--- config.mk ---
export PLATFORM = sky130hd
export DESIGN_NAME = prefix_flush_packet_buffer
export DESIGN_NICKNAME = d
export VERILOG_FILES = /design/src/sv/pfpb_pkg.sv /design/src/sv/pfpb_ram.sv /design/src/sv/pfpb_cfg.sv /design/src/sv/pfpb_ctrl.sv /design/src/sv/pfpb_dp.sv /design/src/sv/prefix_flush_packet_buffer.sv
export SDC_FILE = /design/constraint.sdc
export NUM_CORES = 2
export LEC_CHECK = 0
export BUFFER_PORTS_ARGS = -buffer_cell sky130_fd_sc_hd__buf_2
export CAP_MARGIN = 0
export CORE_ASPECT_RATIO = 0.7
export CORE_UTILIZATION = 65
export CTS_CLUSTER_DIAMETER = 120
export DETAILED_ROUTE_END_ITERATION = 10
export PLACE_DENSITY = 0.84
export SETUP_SLACK_MARGIN = 0.4
export SLEW_MARGIN = 20
export SYNTH_ARGS = -nofsm -noshare
export SYNTH_HDL_FRONTEND = slang
export SYNTH_SLANG_ARGS = --single-unit
--- constraint.sdc ---
create_clock -name i_clk -period 11.6 [get_ports i_clk]
set_clock_uncertainty 0.2 [all_clocks]
set_input_delay 0.58 -clock i_clk [delete_from_list [all_inputs] [get_ports i_clk]]
set_output_delay 0.58 -clock i_clk [all_outputs]
set_load 0.05 [all_outputs]
--- src/sv/pfpb_pkg.sv ---
package pfpb_pkg;

    localparam int DEPTH       = 16;
    localparam int HANDLE_BITS = 16;

    // Stored handle bits: the port is 16 bits wide, so no more than that survive.
    localparam int HB_W    = (HANDLE_BITS < 16) ? HANDLE_BITS : 16;
    localparam int LEN_W   = 16;
    localparam int ADDR_W  = 32;
    localparam int PTR_W   = $clog2(DEPTH);
    localparam int CNT_W   = $clog2(DEPTH + 1);
    localparam int TOT_W   = $clog2(DEPTH * 65535 + 1);
    localparam int CLIM_W  = 5;
    localparam int BLIM_W  = 20;
    localparam int CCMP_W  = (CNT_W > CLIM_W) ? CNT_W : CLIM_W;
    localparam int BCMP_W  = (TOT_W > BLIM_W) ? TOT_W : BLIM_W;
    localparam int ENT_W   = HB_W + ADDR_W + LEN_W;
    localparam int SLOT_W  = 5;

    localparam logic [1:0] REQ_ENQUEUE = 2'd0;
    localparam logic [1:0] REQ_RELEASE = 2'd1;
    localparam logic [1:0] REQ_DROP    = 2'd2;

    localparam logic [1:0] DISP_FORCED   = 2'd0;
    localparam logic [1:0] DISP_RELEASED = 2'd1;
    localparam logic [1:0] DISP_DROPPED  = 2'd2;

    localparam logic [1:0] REG_COUNT_ON  = 2'd0;
    localparam logic [1:0] REG_COUNT_LIM = 2'd1;
    localparam logic [1:0] REG_BYTE_ON   = 2'd2;
    localparam logic [1:0] REG_BYTE_LIM  = 2'd3;

    typedef logic [PTR_W-1:0] t_ptr;
    typedef logic [CNT_W-1:0] t_cnt;

    typedef struct packed {
        logic [HB_W-1:0]   handle;
        logic [ADDR_W-1:0] dest;
        logic [LEN_W-1:0]  len;
    } t_entry;

    typedef struct packed {
        logic              count_on;
        logic [CLIM_W-1:0] count_lim;
        logic              byte_on;
        logic [BLIM_W-1:0] byte_lim;
    } t_cfg;

    typedef enum logic [3:0] {
        ST_IDLE,
        ST_PRE_RD,
        ST_PRE_TAKE,
        ST_APPEND,
        ST_CHECK,
        ST_EV_RD,
        ST_EV_TAKE,
        ST_FL_RD,
        ST_FL_CHK,
        ST_FL_END,
        ST_DONE
    } t_state;

    typedef struct packed {
        logic accept;
        logic sel_scan;
        logic evict_take;
        logic append;
        logic scan_init;
        logic scan_match;
        logic scan_keep;
        logic scan_next;
        logic scan_end;
        logic flush_out;
    } t_cmd;

    typedef struct packed {
        t_cnt count;
        logic full;
        logic over;
        logic scan_done;
        logic match;
        logic take_ok;
        logic out_free;
        logic pend_v;
    } t_status;

endpackage

--- src/sv/pfpb_ram.sv ---
module pfpb_ram #(
    parameter int WIDTH = 8,
    parameter int DEPTH = 16
) (
    input  logic                     i_clk,
    input  logic                     i_we,
    input  logic [$clog2(DEPTH)-1:0] i_waddr,
    input  logic [WIDTH-1:0]         i_wdata,
    input  logic [$clog2(DEPTH)-1:0] i_raddr,
    output logic [WIDTH-1:0]         o_rdata
);

    logic [WIDTH-1:0] r_mem [DEPTH];
    logic [WIDTH-1:0] r_rdata;

    always_ff @(posedge i_clk) begin
        if (i_we) begin
            r_mem[i_waddr] <= i_wdata;
        end
        r_rdata <= r_mem[i_raddr];
    end

    assign o_rdata = r_rdata;

endmodule

--- src/sv/pfpb_cfg.sv ---
module pfpb_cfg
    import pfpb_pkg::*;
(
    input  logic        i_clk,
    input  logic        i_rst_n,
    input  logic        psel,
    input  logic        penable,
    input  logic        pwrite,
    input  logic [3:0]  paddr,
    input  logic [31:0] pwdata,
    output logic [31:0] prdata,
    output logic        pready,
    output t_cfg        o_cfg
);

    t_cfg        r_cfg;
    logic        w_wr;
    logic [1:0]  w_idx;

    assign pready = 1'b1;
    assign w_wr   = psel && penable && pwrite && pready;
    assign w_idx  = paddr[3:2];

    always_ff @(posedge i_clk) begin
        if (!i_rst_n) begin
            r_cfg.count_on  <= 1'b0;
            r_cfg.count_lim <= CLIM_W'(16);
            r_cfg.byte_on   <= 1'b0;
            r_cfg.byte_lim  <= '1;
        end else if (w_wr) begin
            unique case (w_idx)
                REG_COUNT_ON:  r_cfg.count_on  <= pwdata[0];
                REG_COUNT_LIM: r_cfg.count_lim <= pwdata[CLIM_W-1:0];
                REG_BYTE_ON:   r_cfg.byte_on   <= pwdata[0];
                REG_BYTE_LIM:  r_cfg.byte_lim  <= pwdata[BLIM_W-1:0];
                default: ;
            endcase
        end
    end

    always_comb begin
        unique case (w_idx)
            REG_COUNT_ON:  prdata = 32'(r_cfg.count_on);
            REG_COUNT_LIM: prdata = 32'(r_cfg.count_lim);
            REG_BYTE_ON:   prdata = 32'(r_cfg.byte_on);
            REG_BYTE_LIM:  prdata = 32'(r_cfg.byte_lim);
            default:       prdata = '0;
        endcase
    end

    assign o_cfg = r_cfg;

endmodule

--- src/sv/pfpb_ctrl.sv ---
module pfpb_ctrl
    import pfpb_pkg::*;
(
    input  logic       i_clk,
    input  logic       i_rst_n,
    input  logic       i_in_valid,
    input  logic [1:0] i_req_type,
    input  t_status    i_status,
    output t_cmd       o_cmd,
    output logic       o_in_stall
);

    t_state r_state;
    t_state n_state;

    always_ff @(posedge i_clk) begin
        if (!i_rst_n) begin
            r_state <= ST_IDLE;
        end else begin
            r_state <= n_state;
        end
    end

    always_comb begin
        n_state    = r_state;
        o_cmd      = '0;
        o_in_stall = 1'b1;
        unique case (r_state)
            ST_IDLE: begin
                o_in_stall = 1'b0;
                if (i_in_valid) begin
                    o_cmd.accept = 1'b1;
                    unique case (i_req_type) inside
                        REQ_ENQUEUE: begin
                            n_state = i_status.full ? ST_PRE_RD : ST_APPEND;
                        end
                        REQ_RELEASE, REQ_DROP: begin
                            o_cmd.scan_init = 1'b1;
                            n_state         = ST_FL_RD;
                        end
                        default: n_state = ST_DONE;
                    endcase
                end
            end
            ST_PRE_RD: begin
                n_state = ST_PRE_TAKE;
            end
            ST_PRE_TAKE: begin
                if (i_status.take_ok) begin
                    o_cmd.evict_take = 1'b1;
                    n_state          = ST_APPEND;
                end
            end
            ST_APPEND: begin
                o_cmd.append = 1'b1;
                n_state      = ST_CHECK;
            end
            ST_CHECK: begin
                n_state = i_status.over ? ST_EV_RD : ST_DONE;
            end
            ST_EV_RD: begin
                n_state = ST_EV_TAKE;
            end
            ST_EV_TAKE: begin
                if (i_status.take_ok) begin
                    o_cmd.evict_take = 1'b1;
                    n_state          = ST_CHECK;
                end
            end
            ST_FL_RD: begin
                o_cmd.sel_scan = 1'b1;
                n_state        = i_status.scan_done ? ST_FL_END : ST_FL_CHK;
            end
            ST_FL_CHK: begin
                o_cmd.sel_scan = 1'b1;
                if (!i_status.match) begin
                    o_cmd.scan_keep = 1'b1;
                    o_cmd.scan_next = 1'b1;
                    n_state         = ST_FL_RD;
                end else if (i_status.take_ok) begin
                    o_cmd.scan_match = 1'b1;
                    o_cmd.scan_next  = 1'b1;
                    n_state          = ST_FL_RD;
                end
            end
            ST_FL_END: begin
                o_cmd.scan_end = 1'b1;
                n_state        = ST_DONE;
            end
            ST_DONE: begin
                // The held-back result is the final one of this request.
                if (!i_status.pend_v) begin
                    n_state = ST_IDLE;
                end else if (i_status.out_free) begin
                    o_cmd.flush_out = 1'b1;
                    n_state         = ST_IDLE;
                end
            end
            default: n_state = ST_IDLE;
        endcase
    end

endmodule

--- src/sv/pfpb_dp.sv ---
module pfpb_dp
    import pfpb_pkg::*;
(
    input  logic              i_clk,
    input  logic              i_rst_n,
    input  t_cmd              i_cmd,
    input  t_cfg              i_cfg,
    output t_status           o_status,
    input  logic [1:0]        i_req_type,
    input  logic [15:0]       i_packet_handle,
    input  logic [15:0]       i_packet_bytes,
    input  logic [31:0]       i_dest_addr,
    input  logic [5:0]        i_prefix_len,
    input  logic              i_out_stall,
    output logic              o_out_valid,
    output logic [1:0]        o_disposition,
    output logic [15:0]       o_out_handle,
    output logic [31:0]       o_out_dest,
    output logic [4:0]        o_send_slot,
    output logic              o_last
);

    function automatic t_ptr ptr_inc(input t_ptr p);
        ptr_inc = (p == t_ptr'(DEPTH - 1)) ? '0 : p + t_ptr'(1);
    endfunction

    t_ptr              r_head, r_tail, r_scan_ptr, r_wr_ptr;
    t_cnt              r_count, r_scan_idx, r_keep;
    logic [TOT_W-1:0]  r_total;
    logic [SLOT_W-1:0] r_slot;

    logic [1:0]        r_req;
    t_entry            r_ent;
    logic [ADDR_W-1:0] r_mask;

    logic              r_pend_v;
    logic [1:0]        r_pend_disp;
    logic [HB_W-1:0]   r_pend_handle;
    logic [ADDR_W-1:0] r_pend_dest;
    logic [SLOT_W-1:0] r_pend_slot;

    logic              r_out_v;
    logic [1:0]        r_out_disp;
    logic [15:0]       r_out_handle;
    logic [31:0]       r_out_dest;
    logic [SLOT_W-1:0] r_out_slot;
    logic              r_out_last;

    logic [5:0]        w_plen;
    logic [ENT_W-1:0]  w_rdata;
    t_entry            w_rd;
    logic              w_we;
    t_ptr              w_waddr, w_raddr;
    t_entry            w_wdata;
    logic              w_release;
    logic              w_take;
    logic              w_out_free;
    logic              w_cnt_over, w_byte_over;

    pfpb_ram #(
        .WIDTH(ENT_W),
        .DEPTH(DEPTH)
    ) u_ram (
        .i_clk  (i_clk),
        .i_we   (w_we),
        .i_waddr(w_waddr),
        .i_wdata(w_wdata),
        .i_raddr(w_raddr),
        .o_rdata(w_rdata)
    );

    assign w_rd    = t_entry'(w_rdata);
    assign w_raddr = i_cmd.sel_scan ? r_scan_ptr : r_head;
    assign w_we    = i_cmd.append || i_cmd.scan_keep;
    assign w_waddr = i_cmd.append ? r_tail : r_wr_ptr;
    assign w_wdata = i_cmd.append ? r_ent : w_rd;

    assign w_plen     = (i_prefix_len > 6'd32) ? 6'd32 : i_prefix_len;
    assign w_release  = (r_req == REQ_RELEASE);
    assign w_take     = i_cmd.evict_take || i_cmd.scan_match;
    assign w_out_free = !r_out_v || !i_out_stall;

    assign w_cnt_over  = i_cfg.count_on &&
                         (CCMP_W'(r_count) > CCMP_W'(i_cfg.count_lim));
    assign w_byte_over = i_cfg.byte_on &&
                         (BCMP_W'(r_total) > BCMP_W'(i_cfg.byte_lim));

    always_comb begin
        o_status.count     = r_count;
        o_status.full      = (r_count == t_cnt'(DEPTH));
        o_status.over      = (r_count != '0) && (w_cnt_over || w_byte_over);
        o_status.scan_done = (r_scan_idx == r_count);
        o_status.match     = ((w_rd.dest ^ r_ent.dest) & r_mask) == '0;
        o_status.take_ok   = !r_pend_v || w_out_free;
        o_status.out_free  = w_out_free;
        o_status.pend_v    = r_pend_v;
    end

    // Request latch and the mask built from the clamped prefix length.
    always_ff @(posedge i_clk) begin
        if (i_cmd.accept) begin
            r_req        <= i_req_type;
            r_ent.handle <= i_packet_handle[HB_W-1:0];
            r_ent.dest   <= i_dest_addr;
            r_ent.len    <= i_packet_bytes;
            r_mask       <= ~(32'hFFFF_FFFF >> w_plen);
        end
    end

    always_ff @(posedge i_clk) begin
        if (!i_rst_n) begin
            r_head     <= '0;
            r_tail     <= '0;
            r_count    <= '0;
            r_total    <= '0;
            r_scan_ptr <= '0;
            r_scan_idx <= '0;
            r_wr_ptr   <= '0;
            r_keep     <= '0;
            r_slot     <= '0;
        end else begin
            if (i_cmd.evict_take) begin
                r_head  <= ptr_inc(r_head);
                r_count <= r_count - t_cnt'(1);
                r_total <= r_total - TOT_W'(w_rd.len);
            end
            if (i_cmd.append) begin
                r_tail  <= ptr_inc(r_tail);
                r_count <= r_count + t_cnt'(1);
                r_total <= r_total + TOT_W'(r_ent.len);
            end
            if (i_cmd.scan_init) begin
                r_scan_ptr <= r_head;
                r_scan_idx <= '0;
                r_wr_ptr   <= r_head;
                r_keep     <= '0;
                r_slot     <= '0;
            end
            if (i_cmd.scan_match) begin
                r_total <= r_total - TOT_W'(w_rd.len);
                if (w_release) begin
                    r_slot <= r_slot + SLOT_W'(1);
                end
            end
            if (i_cmd.scan_keep) begin
                r_wr_ptr <= ptr_inc(r_wr_ptr);
                r_keep   <= r_keep + t_cnt'(1);
            end
            if (i_cmd.scan_next) begin
                r_scan_ptr <= ptr_inc(r_scan_ptr);
                r_scan_idx <= r_scan_idx + t_cnt'(1);
            end
            if (i_cmd.scan_end) begin
                r_count <= r_keep;
                r_tail  <= r_wr_ptr;
            end
        end
    end

    // One result is held back until the next one, or the end of the request,
    // shows whether it is the final one.
    always_ff @(posedge i_clk) begin
        if (!i_rst_n) begin
            r_pend_v <= 1'b0;
        end else if (w_take) begin
            r_pend_v <= 1'b1;
        end else if (i_cmd.flush_out) begin
            r_pend_v <= 1'b0;
        end
    end

    always_ff @(posedge i_clk) begin
        if (w_take) begin
            r_pend_handle <= w_rd.handle;
            r_pend_dest   <= w_rd.dest;
            if (i_cmd.evict_take) begin
                r_pend_disp <= DISP_FORCED;
                r_pend_slot <= '0;
            end else begin
                r_pend_disp <= w_release ? DISP_RELEASED : DISP_DROPPED;
                r_pend_slot <= w_release ? r_slot : '0;
            end
        end
    end

    always_ff @(posedge i_clk) begin
        if (!i_rst_n) begin
            r_out_v <= 1'b0;
        end else if ((w_take && r_pend_v) || i_cmd.flush_out) begin
            r_out_v <= 1'b1;
        end else if (!i_out_stall) begin
            r_out_v <= 1'b0;
        end
    end

    always_ff @(posedge i_clk) begin
        if ((w_take && r_pend_v) || i_cmd.flush_out) begin
            r_out_disp   <= r_pend_disp;
            r_out_handle <= 16'(r_pend_handle);
            r_out_dest   <= r_pend_dest;
            r_out_slot   <= r_pend_slot;
            r_out_last   <= i_cmd.flush_out;
        end
    end

    assign o_out_valid   = r_out_v;
    assign o_disposition = r_out_disp;
    assign o_out_handle  = r_out_handle;
    assign o_out_dest    = r_out_dest;
    assign o_send_slot   = r_out_slot;
    assign o_last        = r_out_last;

endmodule

--- src/sv/prefix_flush_packet_buffer.sv ---
// Channel    Direction  Handshake               Payload
// request    in         i_in_valid / o_in_stall  req_type, handle, bytes, dest, prefix
// result     out        o_out_valid / i_out_stall disposition, handle, dest, slot, last
// config     in         APB write / read         four limit registers
//
// An enqueue evicts the head first when full, appends, then evicts while a limit is exceeded.
// A flush visits each stored entry with a read state and a check state, set by the single
// read port of the entry memory and its registered read.
// Reset is synchronous and active low; it empties the buffer and loads the limit
// defaults. The entry memory itself is not cleared.
// A stall on the result side holds the sequencer once its one-deep hold stage
// and the output register are both occupied; requests are taken only when idle.
module prefix_flush_packet_buffer
    import pfpb_pkg::*;
(
    input  logic        i_clk,
    input  logic        i_rst_n,
    input  logic        i_in_valid,
    output logic        o_in_stall,
    input  logic [1:0]  i_req_type,
    input  logic [15:0] i_packet_handle,
    input  logic [15:0] i_packet_bytes,
    input  logic [31:0] i_dest_addr,
    input  logic [5:0]  i_prefix_len,
    output logic        o_out_valid,
    input  logic        i_out_stall,
    output logic [1:0]  o_disposition,
    output logic [15:0] o_out_handle,
    output logic [31:0] o_out_dest,
    output logic [4:0]  o_send_slot,
    output logic        o_last,
    input  logic        psel,
    input  logic        penable,
    input  logic        pwrite,
    input  logic [3:0]  paddr,
    input  logic [31:0] pwdata,
    output logic [31:0] prdata,
    output logic        pready
);

    t_cfg    w_cfg;
    t_cmd    w_cmd;
    t_status w_status;

    pfpb_cfg u_cfg (
        .i_clk  (i_clk),
        .i_rst_n(i_rst_n),
        .psel   (psel),
        .penable(penable),
        .pwrite (pwrite),
        .paddr  (paddr),
        .pwdata (pwdata),
        .prdata (prdata),
        .pready (pready),
        .o_cfg  (w_cfg)
    );

    pfpb_ctrl u_ctrl (
        .i_clk     (i_clk),
        .i_rst_n   (i_rst_n),
        .i_in_valid(i_in_valid),
        .i_req_type(i_req_type),
        .i_status  (w_status),
        .o_cmd     (w_cmd),
        .o_in_stall(o_in_stall)
    );

    pfpb_dp u_dp (
        .i_clk          (i_clk),
        .i_rst_n        (i_rst_n),
        .i_cmd          (w_cmd),
        .i_cfg          (w_cfg),
        .o_status       (w_status),
        .i_req_type     (i_req_type),
        .i_packet_handle(i_packet_handle),
        .i_packet_bytes (i_packet_bytes),
        .i_dest_addr    (i_dest_addr),
        .i_prefix_len   (i_prefix_len),
        .i_out_stall    (i_out_stall),
        .o_out_valid    (o_out_valid),
        .o_disposition  (o_disposition),
        .o_out_handle   (o_out_handle),
        .o_out_dest     (o_out_dest),
        .o_send_slot    (o_send_slot),
        .o_last         (o_last)
    );

    a_busy_after_accept: assert property (@(posedge i_clk) disable iff (!i_rst_n)
        (i_in_valid && !o_in_stall) |=> o_in_stall)
        else $error("request taken while the previous one was still in work");

    a_idle_nothing_held: assert property (@(posedge i_clk) disable iff (!i_rst_n)
        !o_in_stall |-> !w_status.pend_v)
        else $error("idle with a result still held back");

    a_count_bound: assert property (@(posedge i_clk) disable iff (!i_rst_n)
        w_status.count <= t_cnt'(DEPTH))
        else $error("entry count above buffer depth");

    a_slot_only_release: assert property (@(posedge i_clk) disable iff (!i_rst_n)
        (o_out_valid && (o_disposition != DISP_RELEASED)) |-> (o_send_slot == '0))
        else $error("send slot set on a result that is not a release");

endmodule
==> metrics <==
status complete, no violations; clock transition at the registers of the reported paths 0.07 ns; cell total after placement 4830; post-synth top area share 64.76%; WL/cell 24.54 microns; CTS tree yes; Initial DRC Count 3555; final wirelength 126100 microns; Avg Cell Area, Syn 15.80 sq um; most frequent cells in the layout 1233 x edfxtp_1, 979 x mux2i_1, 260 x nand2_1; detailed placer's ending HPWL 65880 microns; multiplexer share of the synthesized area 17.22%; Reg2Reg Depth 10; Final Setup Violations 0; crit path time final 5.440 ns; core area 86600 sq um; # Max-Cap Violations 0; Synth Area in Simple Gates 4.250%; io pins 206; initial antenna violation count 2; Crit-path slowest cell buf_12; Cells after Synth 3618; Min-Delay Endpoint u_dp.r_mask[31]$_DFFE_PP_; largest net degree at the start of global routing 152; Rel. slew slack 25.49%; final std cells w/o fill 5140; Design Area, Final 63940 sq um; H-tree depth 3; max incr delay on CP 0.83 ns; row count 90; Pwr Density 247.6 nW/um^2; RSZ-0062 raised after global routing false; sequential cell area 40090 sq um; Post-DP Area 59200 sq um; Hold Vio Cnt, Final 0; Synth Area in Compound Gates 3.725%; Yosys reg bits 1386; Die Area 89170 sq um; sequential area share after synthesis 70.12%; Worst Setup Path Type reg2reg; CP arrival 5.80 ns; GRT Util Overall 28.14%; Worst-Margin Slew 1.118 ns; Leak 28.09 nW; dominant cells by area after synthesis edfxtp_1 65%, mux2i_1 17%, dfxtp_1 5.4%, nand2_1 1.7%, ha_1 1.5%; postcts setup bufs 0; fin nets 4075; ys flop type edfxtp_1; Root Driver clkbuf_16; crit path capture type flop; total power 15.83 mW; R2R Setup Slk 6.16 ns; post-CTS sizing 0; number of port buffers 178; Post-synth ARST share 0%; DRC Markers 0; vias in the first global route 31310; reg2reg start u_ctrl.r_state[0]$_SDFFE_PN0P_; DRT Pass-1 Iters 6; crit-path max FO 151; footprint of the multi-input gates 16040 sq um; die width 356.5 microns; Peak VDD IR 0.0002022 V; share of cells above drive strength 1 11.26%; required time of the critical path 11.96 ns; Post-synth EDFFs 1233; CTS sink count 1386; setup_tns 0 ns; Hold WC Path Type in2reg; adder-cell share of the synthesized area 1.615%; total grt overflow 0; first-pass GRT wire length 187600 microns; number of synthesis warnings 0; worst hold path cell count 3; max-slew violations 0; Final ANT Viol Nets 0; CP Cell Sequence inv_1 > nand2_1 > nand2_1 > o2bb2ai_4 > buf_12 > buf_12 > mux2i_1 > mux2i_1 > mux2i_1 > mux2i_1; RR Endpoint u_dp.u_ram.o_rdata[50]$_DFF_P_; Final GP Congestion 0.8852; Clock Latency Late Sink 0.72 ns; commonest non-fill, non-tap cell in the layout edfxtp_1; Final period util 46.89%; Max Freq 0.1838 GHz; Die Span Y 250.1 microns; CTS Buf Count 119; hold slack final 0.09951 ns; startpoint types flop; Cell variety after synth 72; Layout area overhead 11.83%; post-synthesis xor/xnor area fraction 0.9498%; Fill cells 4990; Syn Std Cell Area 57170 sq um; cell mode on critical path mux2i_1; Clock Tree Buf Depth 3; via count 32070; min-delay src i_prefix_len[0]; largest family of logic cells by synthesized area multiplexers; DR vias/cell 6.240; Initial Util 66.02%; Synth area leader edfxtp_1
## cell type report
class | instances | share of cell area [%]
antenna | 1 | 0.003914
clock inverter | 54 | 0.8317
sequential | 1386 | 62.70
timing repair buffer | 322 | 3.503
inverter | 70 | 0.4188
multi-input combinational | 1989 | 25.08
tap | 1150 | 2.250
clock buffer | 168 | 5.215
## flip-flops by register name (all words and copies together) (netlist names), 4 cells and up
register	flops
u_dp.u_ram.r_mem	1024
u_dp.r_ent	64
u_dp.u_ram.o_rdata	64
u_dp.o_out_dest	32
u_dp.r_mask	32
u_dp.r_pend_dest	32
u_cfg.o_cfg	27
u_dp.r_total	20
u_dp.o_out_handle	16
u_dp.r_pend_handle	16
u_dp.o_send_slot	5
u_dp.r_count	5
u_dp.r_keep	5
u_dp.r_pend_slot	5
u_dp.r_scan_idx	5
u_dp.r_slot	5
u_ctrl.r_state	4
u_dp.r_head	4
u_dp.r_scan_ptr	4
u_dp.r_tail	4
u_dp.r_wr_ptr	4
## power by group
part | total [mW] | switching, mW | internal (mW)
clock network | 3.95 | 1.75 | 2.20
registers | 7.06 | 0.334 | 6.72
logic | 4.82 | 3.04 | 1.78
## synthesized netlist by cell type, types with 3 or more instances
cell      count
ha_1         69
a221oi_1      4
xnor2_1      17
a31oi_1      14
a21o_1       29
nor2b_1      22
nand3b_1      5
o211a_1       5
a211oi_1     11
o221ai_1      8
edfxtp_1   1233
buf_4        42
and2_1       31
nand3_1      31
buf_2        71
nand4_1      11
mux2i_1     979
o22ai_1       5
nand2_1     261
fa_1          3
or3_1         9
xor2_1       45
a22oi_1      22
nor3_1       23
o21a_1       11
inv_1        67
nor3b_1       5
o211ai_1     30
and4_1        3
a21oi_1      69
and3_1        7
buf_1        14
o21ai_0      75
o32ai_1       3
o31ai_1       6
o21bai_1      8
clkbuf_1     56
nand2b_1     12
nor2_1      101
nor4_1        3
dfxtp_1     153
a311oi_1      3
## worst max-delay path by stage
stage                              startpoint                              to  slack [ns]  depth (start not counted)
2_1_floorplan  u_ctrl.r_state[1]$_SDFFE_PN0P_   u_dp.r_wr_ptr[2]$_SDFFE_PN0P_        7.24                          8
3_3_place_gp   u_ctrl.r_state[0]$_SDFFE_PN0P_  u_dp.u_ram.o_rdata[42]$_DFF_P_        6.49                         10
3_5_place_dp   u_ctrl.r_state[0]$_SDFFE_PN0P_  u_dp.u_ram.o_rdata[48]$_DFF_P_        6.40                         10
4_1_cts        u_ctrl.r_state[0]$_SDFFE_PN0P_  u_dp.u_ram.o_rdata[50]$_DFF_P_        6.26                         10
5_1_grt        u_ctrl.r_state[0]$_SDFFE_PN0P_  u_dp.u_ram.o_rdata[50]$_DFF_P_        5.87                         10
6_report       u_ctrl.r_state[0]$_SDFFE_PN0P_  u_dp.u_ram.o_rdata[50]$_DFF_P_        6.16                         10
## worst max-delay path: cells and delay by family, from the launching register on
kind                   cells  cell delay (ns)
buffers and inverters      3             1.82
muxes                      4             0.98
DFF                        1             0.80
AOI/OAI and AO/OA          1             0.72
and+or+nand+nor            2             0.50
## layer usage
layer,up-vias,track usage (%),wire length [microns]
met5,-,0,0
met4,0,8.412,3302
met3,244,5.231,10350
met2,1455,44.69,60140
met1,16080,40.00,52350
li1,14290,-,-
## stage by stage
step / utilization [%] / setup WS (ns)
finish: 73.84 / 6.160
detailed placement: 68.36 / 6.404
CTS: 73.83 / 6.260
global route: 73.83 / 5.875
floorplan: - / 7.238
global placement: 68.36 / 6.486
## repair_timing
action                                  in CTS  in global routing
endpoints found under the setup margin       0                  0
hold buffers                                87                  0
endpoints found under the hold margin       94                  0
## logic make-up after synthesis
kind of cell / Yosys count
flops: 1386
mux: 982
simple gates: 535
compound gates: 325
buf+inv: 254
fa+ha+maj: 72
xor+xnor: 62
other cells: 2
(Power assumes the default switching activity.)
